--- config.mk ---
export PLATFORM = sky130hd
export DESIGN_NAME = tri_zb_ctrl
export DESIGN_NICKNAME = d
export VERILOG_FILES = /design/src/tri_zb_pkg.sv /design/src/tri_zb_ctrl.sv
export SDC_FILE = /design/constraint.sdc
export NUM_CORES = 1
export LEC_CHECK = 0
export ABC_CLOCK_PERIOD_IN_PS = 2780
export BUFFER_PORTS_ARGS = -buffer_cell sky130_fd_sc_hd__clkbuf_2
export CORE_AREA = 2 2 50 52
export CTS_CLUSTER_SIZE = 25
export DETAILED_ROUTE_END_ITERATION = 16
export DIE_AREA = 0 0 52 54
export PLACE_DENSITY = 0.77
export SLEW_MARGIN = 40
export SYNTH_ARGS = -nofsm -noshare
export SYNTH_HDL_FRONTEND = slang
export SYNTH_SLANG_ARGS = --single-unit
--- constraint.sdc ---
create_clock -name clk -period 2.78 [get_ports clk]
set_input_delay 0.139 -clock clk [delete_from_list [all_inputs] [get_ports clk]]
set_output_delay 0.139 -clock clk [all_outputs]
set_load 0.02 [all_outputs]
--- src/tri_zb_pkg.sv ---
// Shared types, constants and edge stepper functions for the triangle z-buffer rasterizer.
package tri_zb_pkg;

	// screen and store geometry
	localparam int SCREEN_W = 64;
	localparam int SCREEN_H = 64;
	localparam int NPIX     = SCREEN_W * SCREEN_H;
	localparam int ADDR_W   = $clog2(NPIX);
	localparam int XY_W     = 6;
	localparam int DEPTH_W  = 16;
	localparam int COLOR_W  = 32;
	localparam logic [DEPTH_W-1:0] DMAX = '1;

	// inverse depth is 2^(DEPTH_W+16) / z, 1/z in Q1.32, up to 33 bits
	localparam int INV_W = DEPTH_W + 17;
	// divider widths
	localparam int DIV_NUM_W = 40;
	localparam int DIV_DEN_W = INV_W;
	localparam logic [DIV_NUM_W-1:0] INV_NUM = DIV_NUM_W'(1) << (DEPTH_W + 16);

	// command codes
	localparam logic [1:0] CMD_CLEAR = 2'd0;
	localparam logic [1:0] CMD_DRAW  = 2'd1;
	localparam logic [1:0] CMD_READ  = 2'd2;

	// interpolation targets
	localparam logic [1:0] LS_I1  = 2'd0;
	localparam logic [1:0] LS_I2  = 2'd1;
	localparam logic [1:0] LS_PIX = 2'd2;

	typedef struct packed {
		logic [1:0]         cmd;
		logic [XY_W-1:0]    ax;
		logic [XY_W-1:0]    ay;
		logic [15:0]        az;
		logic [XY_W-1:0]    bx;
		logic [XY_W-1:0]    by_row;
		logic [15:0]        bz;
		logic [XY_W-1:0]    cx;
		logic [XY_W-1:0]    cy;
		logic [15:0]        cz;
		logic [COLOR_W-1:0] fill_color;
	} in_item_t;

	typedef struct packed {
		logic [COLOR_W-1:0] pixel_color;
		logic [15:0]        pixel_depth;
		logic               status;
	} out_item_t;

	// Bresenham edge stepper state
	typedef struct packed {
		logic signed [7:0] dx;
		logic signed [7:0] dy;
		logic              sxn;
		logic              syn;
		logic signed [8:0] err;
		logic signed [7:0] xn;
		logic signed [7:0] yn;
		logic signed [7:0] xe;
		logic signed [7:0] ye;
	} edge_t;

	typedef struct packed {
		edge_t nxt;
		logic  at_end;
		logic  ys;
		logic  xs;
	} step_t;

	// controller to datapath commands
	typedef struct packed {
		logic       load;
		logic       vi_start;
		logic       vi_store;
		logic [1:0] vk;
		logic       half_init;
		logic       half;
		logic       edge_start;
		logic       edge_run;
		logic       lerp_set;
		logic       lerp_mul;
		logic       lerp_div;
		logic       lerp_store;
		logic [1:0] lsel;
		logic       span_init;
		logic       dep_start;
		logic       dep_store;
		logic       pix_write;
		logic       x_inc;
		logic       y_step;
		logic       clr_run;
		logic       out_load;
		logic       out_read;
	} dp_cmd_t;

	// datapath to controller status
	typedef struct packed {
		logic [1:0] cmd;
		logic       div_done;
		logic       edges_done;
		logic       row_ok;
		logic       n_zero;
		logic       span_last;
		logic       clr_last;
		logic       out_free;
	} dp_stat_t;

	function automatic edge_t edge_init(logic [XY_W-1:0] x1, logic [XY_W-1:0] y1,
			logic [XY_W-1:0] x2, logic [XY_W-1:0] y2);
		edge_t e;
		e.dx  = (x2 > x1) ? 8'(x2 - x1) : 8'(x1 - x2);
		e.dy  = (y2 > y1) ? 8'(y2 - y1) : 8'(y1 - y2);
		e.sxn = !(x1 < x2);
		e.syn = !(y1 < y2);
		e.err = 9'(e.dx) - 9'(e.dy);
		e.xn  = 8'(x1);
		e.yn  = 8'(y1);
		e.xe  = 8'(x2);
		e.ye  = 8'(y2);
		return e;
	endfunction

	// one iteration of the stepper loop
	function automatic step_t edge_step(edge_t e);
		step_t r;
		logic signed [9:0] e2;
		logic signed [9:0] dx10;
		logic signed [9:0] dy10;
		r.nxt    = e;
		r.at_end = (e.xn == e.xe) && (e.yn == e.ye);
		e2   = {e.err, 1'b0};
		dx10 = 10'(e.dx);
		dy10 = 10'(e.dy);
		r.ys = e2 < dx10;
		r.xs = e2 > -dy10;
		r.nxt.err = e.err + (r.ys ? 9'(e.dx) : 9'sd0) - (r.xs ? 9'(e.dy) : 9'sd0);
		if (r.ys)
			r.nxt.yn = e.syn ? e.yn - 8'sd1 : e.yn + 8'sd1;
		if (r.xs)
			r.nxt.xn = e.sxn ? e.xn - 8'sd1 : e.xn + 8'sd1;
		return r;
	endfunction

endpackage

--- src/tri_zb_ctrl.sv ---
// Controller state machine sequencing clear, draw and read commands.
module tri_zb_ctrl (
	input  logic                 clk,
	input  logic                 arst_n,
	input  logic                 in_valid,
	output logic                 in_ready,
	input  logic [1:0]           in_cmd,
	input  tri_zb_pkg::dp_stat_t stat,
	output tri_zb_pkg::dp_cmd_t  cmd
);
	import tri_zb_pkg::*;

	localparam logic [4:0] S_IDLE  = 5'd0;
	localparam logic [4:0] S_CLR   = 5'd1;
	localparam logic [4:0] S_RD    = 5'd2;
	localparam logic [4:0] S_RD2   = 5'd3;
	localparam logic [4:0] S_VI_GO = 5'd4;
	localparam logic [4:0] S_VI_WT = 5'd5;
	localparam logic [4:0] S_HALF  = 5'd6;
	localparam logic [4:0] S_ROW   = 5'd7;
	localparam logic [4:0] S_EDGE0 = 5'd8;
	localparam logic [4:0] S_EDGE  = 5'd9;
	localparam logic [4:0] S_L_SET = 5'd10;
	localparam logic [4:0] S_L_MUL = 5'd11;
	localparam logic [4:0] S_L_DIV = 5'd12;
	localparam logic [4:0] S_L_WT  = 5'd13;
	localparam logic [4:0] S_SPAN  = 5'd14;
	localparam logic [4:0] S_DP_GO = 5'd15;
	localparam logic [4:0] S_DP_WT = 5'd16;
	localparam logic [4:0] S_TEST  = 5'd17;
	localparam logic [4:0] S_DONE  = 5'd18;

	logic [4:0] state_q, state_d;
	logic [1:0] vk_q, vk_d;
	logic [1:0] lsel_q, lsel_d;
	logic       half_q, half_d;
	logic       boot_q, boot_d;

	always_ff @(posedge clk or negedge arst_n) begin
		if (!arst_n) begin
			state_q <= S_CLR;
			vk_q    <= '0;
			lsel_q  <= LS_I1;
			half_q  <= 1'b0;
			boot_q  <= 1'b1;
		end else begin
			state_q <= state_d;
			vk_q    <= vk_d;
			lsel_q  <= lsel_d;
			half_q  <= half_d;
			boot_q  <= boot_d;
		end
	end

	assign in_ready = (state_q == S_IDLE);

	// next state and datapath commands
	always_comb begin
		state_d  = state_q;
		vk_d     = vk_q;
		lsel_d   = lsel_q;
		half_d   = half_q;
		boot_d   = boot_q;
		cmd      = '0;
		cmd.vk   = vk_q;
		cmd.lsel = lsel_q;
		cmd.half = half_q;
		case (state_q)
			S_IDLE: begin
				if (in_valid) begin
					cmd.load = 1'b1;
					case (in_cmd)
						CMD_CLEAR: state_d = S_CLR;
						CMD_DRAW: begin
							vk_d    = 2'd0;
							state_d = S_VI_GO;
						end
						CMD_READ: state_d = S_RD;
						default:  state_d = S_DONE;
					endcase
				end
			end
			S_CLR: begin
				cmd.clr_run = 1'b1;
				if (stat.clr_last) begin
					boot_d  = 1'b0;
					state_d = boot_q ? S_IDLE : S_DONE;
				end
			end
			S_RD: state_d = S_RD2;
			S_RD2: begin
				if (stat.out_free) begin
					cmd.out_load = 1'b1;
					cmd.out_read = 1'b1;
					state_d      = S_IDLE;
				end
			end
			S_VI_GO: begin
				cmd.vi_start = 1'b1;
				state_d      = S_VI_WT;
			end
			S_VI_WT: begin
				if (stat.div_done) begin
					cmd.vi_store = 1'b1;
					if (vk_q == 2'd2) begin
						half_d  = 1'b0;
						state_d = S_HALF;
					end else begin
						vk_d    = vk_q + 2'd1;
						state_d = S_VI_GO;
					end
				end
			end
			S_HALF: begin
				cmd.half_init = 1'b1;
				state_d       = S_ROW;
			end
			S_ROW: begin
				if (stat.row_ok)
					state_d = S_EDGE0;
				else if (!half_q) begin
					half_d  = 1'b1;
					state_d = S_HALF;
				end else
					state_d = S_DONE;
			end
			S_EDGE0: begin
				cmd.edge_start = 1'b1;
				state_d        = S_EDGE;
			end
			S_EDGE: begin
				if (stat.edges_done) begin
					lsel_d  = LS_I1;
					state_d = S_L_SET;
				end else
					cmd.edge_run = 1'b1;
			end
			S_L_SET: begin
				cmd.lerp_set = 1'b1;
				state_d      = S_L_MUL;
			end
			S_L_MUL: begin
				cmd.lerp_mul = 1'b1;
				state_d      = stat.n_zero ? S_L_WT : S_L_DIV;
			end
			S_L_DIV: begin
				cmd.lerp_div = 1'b1;
				state_d      = S_L_WT;
			end
			S_L_WT: begin
				// zero span skips the divider
				if (stat.n_zero || stat.div_done) begin
					cmd.lerp_store = 1'b1;
					case (lsel_q)
						LS_I1: begin
							lsel_d  = LS_I2;
							state_d = S_L_SET;
						end
						LS_I2:   state_d = S_SPAN;
						default: state_d = S_DP_GO;
					endcase
				end
			end
			S_SPAN: begin
				cmd.span_init = 1'b1;
				lsel_d        = LS_PIX;
				state_d       = S_L_SET;
			end
			S_DP_GO: begin
				cmd.dep_start = 1'b1;
				state_d       = S_DP_WT;
			end
			S_DP_WT: begin
				if (stat.div_done) begin
					cmd.dep_store = 1'b1;
					state_d       = S_TEST;
				end
			end
			S_TEST: begin
				cmd.pix_write = 1'b1;
				if (stat.span_last) begin
					cmd.y_step = 1'b1;
					state_d    = S_ROW;
				end else begin
					cmd.x_inc = 1'b1;
					state_d   = S_L_SET;
				end
			end
			S_DONE: begin
				if (stat.out_free) begin
					cmd.out_load = 1'b1;
					state_d      = S_IDLE;
				end
			end
			default: state_d = S_IDLE;
		endcase
	end
endmodule

==> results.md <==
* Number of max-slew violations in the final report at 0
* Die W at 52 um
* Die area at 2808 um^2
* Initial core utilization at 0.4585
* Clk_skew at 0.001667 ns
* Post-synth top area share at 0.2118
* Drt total wl at 2910 um
* RD Place Congestion at 0.9408
* DRT iter0 DRCs at 37
* Critical path, cell by cell: or3b_1, or2_1, nor2_1, clkbuf_2
* RSZ-0062 raised after global routing: false
* Max Clock Freq at 443.9 MHz
* Root Driver: clkbuf_4
* Adder-cell share of the synthesized area at 0.01176
* Pwr/cell area at 1006 nW/um^2
* Critical Path RT at 2.64 ns
* DR pass1 iterations at 4
* Reg2reg start: state_q[0]
* WL/cell at 14.26 um
* First-pass GRT wire length at 4664 um
* Worst r2r dst: state_q[4]
* I/O Pins at 39
* Cell taking the most area after synthesis: dfrtp_1
* EDFF count, synth at 0
* Worst hold path class: in2reg
* Area share of and/or/nand/nor cells after synthesis at 0.3753
* Critical path class: reg2out
* Synth Instances at 142
* Fraction of layout cells with a size suffix above 1 at 0.2931
* CTS tree: built
* Fin area at 1259 um^2
* CP Capture Type: output port
* Final hold vios at 0
* Tcrit/Tclk final at 0.8104
* Mux contribution to synthesized area at 0.03059
* Hold path depth at 2
* Vias in the first global route at 1052
* Port bufs at 36
* CP Launch Point: state_q[0]
* Max-Cap Viols at 0
* GRT overflow at 0
* Worst reg-to-reg setup slack at 0.65 ns
* # Post-CTS Setup Buffers at 0
* Most common cell in the netlist: nor2_1
* Top post-synthesis cells by area: dfrtp_1 (21%), nor2_1 (8.5%), nand2_1 (6.4%)
* Post-synth net total at 157
* Sink Count at 11
* Yosys warns at 0
* N_diodes at 0
* Worst slew pin tran at 0.5686 ns
* Slew HR at 0.6111
* Main synth FF type: dfrtp_1
* Detail Route Antenna Nets at 0
* Clock Latency Late Sink at 0.28 ns
* Nets at 190
* Post-route DRC at 0
* Largest net degree at the start of global routing at 19
* CP max stage cell: dfstp_2
* Synth cell types at 49
* Final setup margin at 0.5270 ns
* Worst Setup EP: cmd[11]
* Post-synthesis register bit count at 11
* Die height at 54 um
* Worst path arrival time at 2.11 ns
* Total number of vias at 1205
* GRT Util Overall at 0.2259
* Max incr delay on CP at 0.66 ns
* Setup TNS Final at 0 ns
* Row cnt at 18
* Mapped cell area at 1064 um^2
* # placed instances at 199
* Mapped Avg Cell Area at 7.490 um^2
* Async SR Flop Fraction at 1.000
* XOR/XNOR Fraction of Synth Area at 0.008235
* Synthesis-to-finish area growth at 18.35%
* Placed wire-length estimate at 2234 um
* Fillers at 243
* Drt via density at 5.907
* Commonest cells post-synth: nor2_1 (24), nand2_1 (18), dfrtp_1 (9)
* Maximum vdd drop at 0.5045 mV
* Final Critical Period at 2.253 ns
* Post-DP Area at 1222 um^2
* Crit Path Max Fanout at 13
* Maximum clock insertion buffer count at 2
* Compound-Gate Fraction of Synth Area at 0.2329
* Seq/Total Area, Yosys at 0.2612
* Final Setup Violations at 0
* Largest family of logic cells by synthesized area: simple AND/OR/NAND/NOR gates
* Pre-CTS WS at 0.6759 ns
* Leakage at 0.5790 nW
* Reg2Reg Depth at 5
* Post-Layout Cell Count at 204
* Placeable Area at 2320 um^2
* Status: completed
* Clock slew at reported path FFs at 0.07 ns
* Setup crit start kind: register
* Initial antenna violation count at 0
* CTS Buf Count at 3
* H-tree Lvls at 1
[power by group]
group / internal, mW / switching, mW
sequential: 0.225 / 0.123
clock: 0.0558 / 0.0594
combinational: 0.312 / 0.491
total: 0.593 / 0.673
[sequential cells by signal, indices dropped and copies added (netlist names)]
name	cells
lsel_q	2
vk_q	2
half_q	1
boot_q	1
state_q	5
[layout by cell type, fill, tap and decap left out, drive strengths merged, types with 3 or more instances in the layout]
cell type / instances
a21oi: 7
and2: 3
clkbuf: 40
dfrtp: 9
inv: 5
nand2: 20
nand2b: 4
nand3: 6
nand3b: 4
nor2: 25
nor2b: 3
nor3: 4
nor3b: 3
o21ai: 6
[per-layer routing]
metal / global-route usage / part of all wire
met1: 0.2797 / 0.44
met2: 0.3713 / 0.48
met3: 0.03611 / 0.068
met4: 0.1316 / 0.020
met5: 0 / 0
[critical path, delay by kind of cell (launching register included)]
family	cells	cell delay, ns
buffers and inverters	1	0.18
DFF	1	0.66
and+or+nand+nor	3	0.98
[cell families (layout without fill, tap and decap cells)]
| group | count (synthesis) | after routing |
|---|---|---|
| flops | 11 | 11 |
| compound gates | 33 | 33 |
| buf+inv | 15 | 47 |
| mux | 3 | 3 |
| simple gates | 78 | 78 |
| xor+xnor | 1 | 1 |
| fa+ha+maj | 1 | 1 |
[final cells by class]
cell class              instances  area (um^2)  share of cell area
multi-input cells             116        700.7              0.5567
well taps                      30        37.54             0.02982
flip-flops and latches         11        277.8              0.2207
clock buffers                   4        26.28             0.02087
repair buffers                 38        197.7              0.1571
inverters                       5        18.77             0.01491
[how the worst min path moves through the flow]
stage / from / end / slack, ns
floorplan: arst_n / half_q / -0.16
global placement: arst_n / state_q[3] / 0.04
detailed placement: arst_n / state_q[3] / 0.05
CTS: stat[1] / boot_q / 0.04
global route: stat[1] / boot_q / 0.04
finish: stat[1] / boot_q / 0.04
[stage by stage]
step	hold WS, ns	total power, mW	utilization
2_1_floorplan	-0.1566	0.9747	-
3_3_place_gp	0.04007	1.117	0.5270
3_5_place_dp	0.04847	1.142	0.5270
4_1_cts	0.04495	1.263	0.5426
5_1_grt	0.04467	1.359	0.5426
6_report	0.04131	1.266	0.5426
[repair_timing]
action / in CTS / in global routing
hold buffers: 1 / 0
gates resized for setup: 0 / 0
endpoints found under the hold margin: 9 / 0
Note: power is estimated with default switching activity, not from simulation.
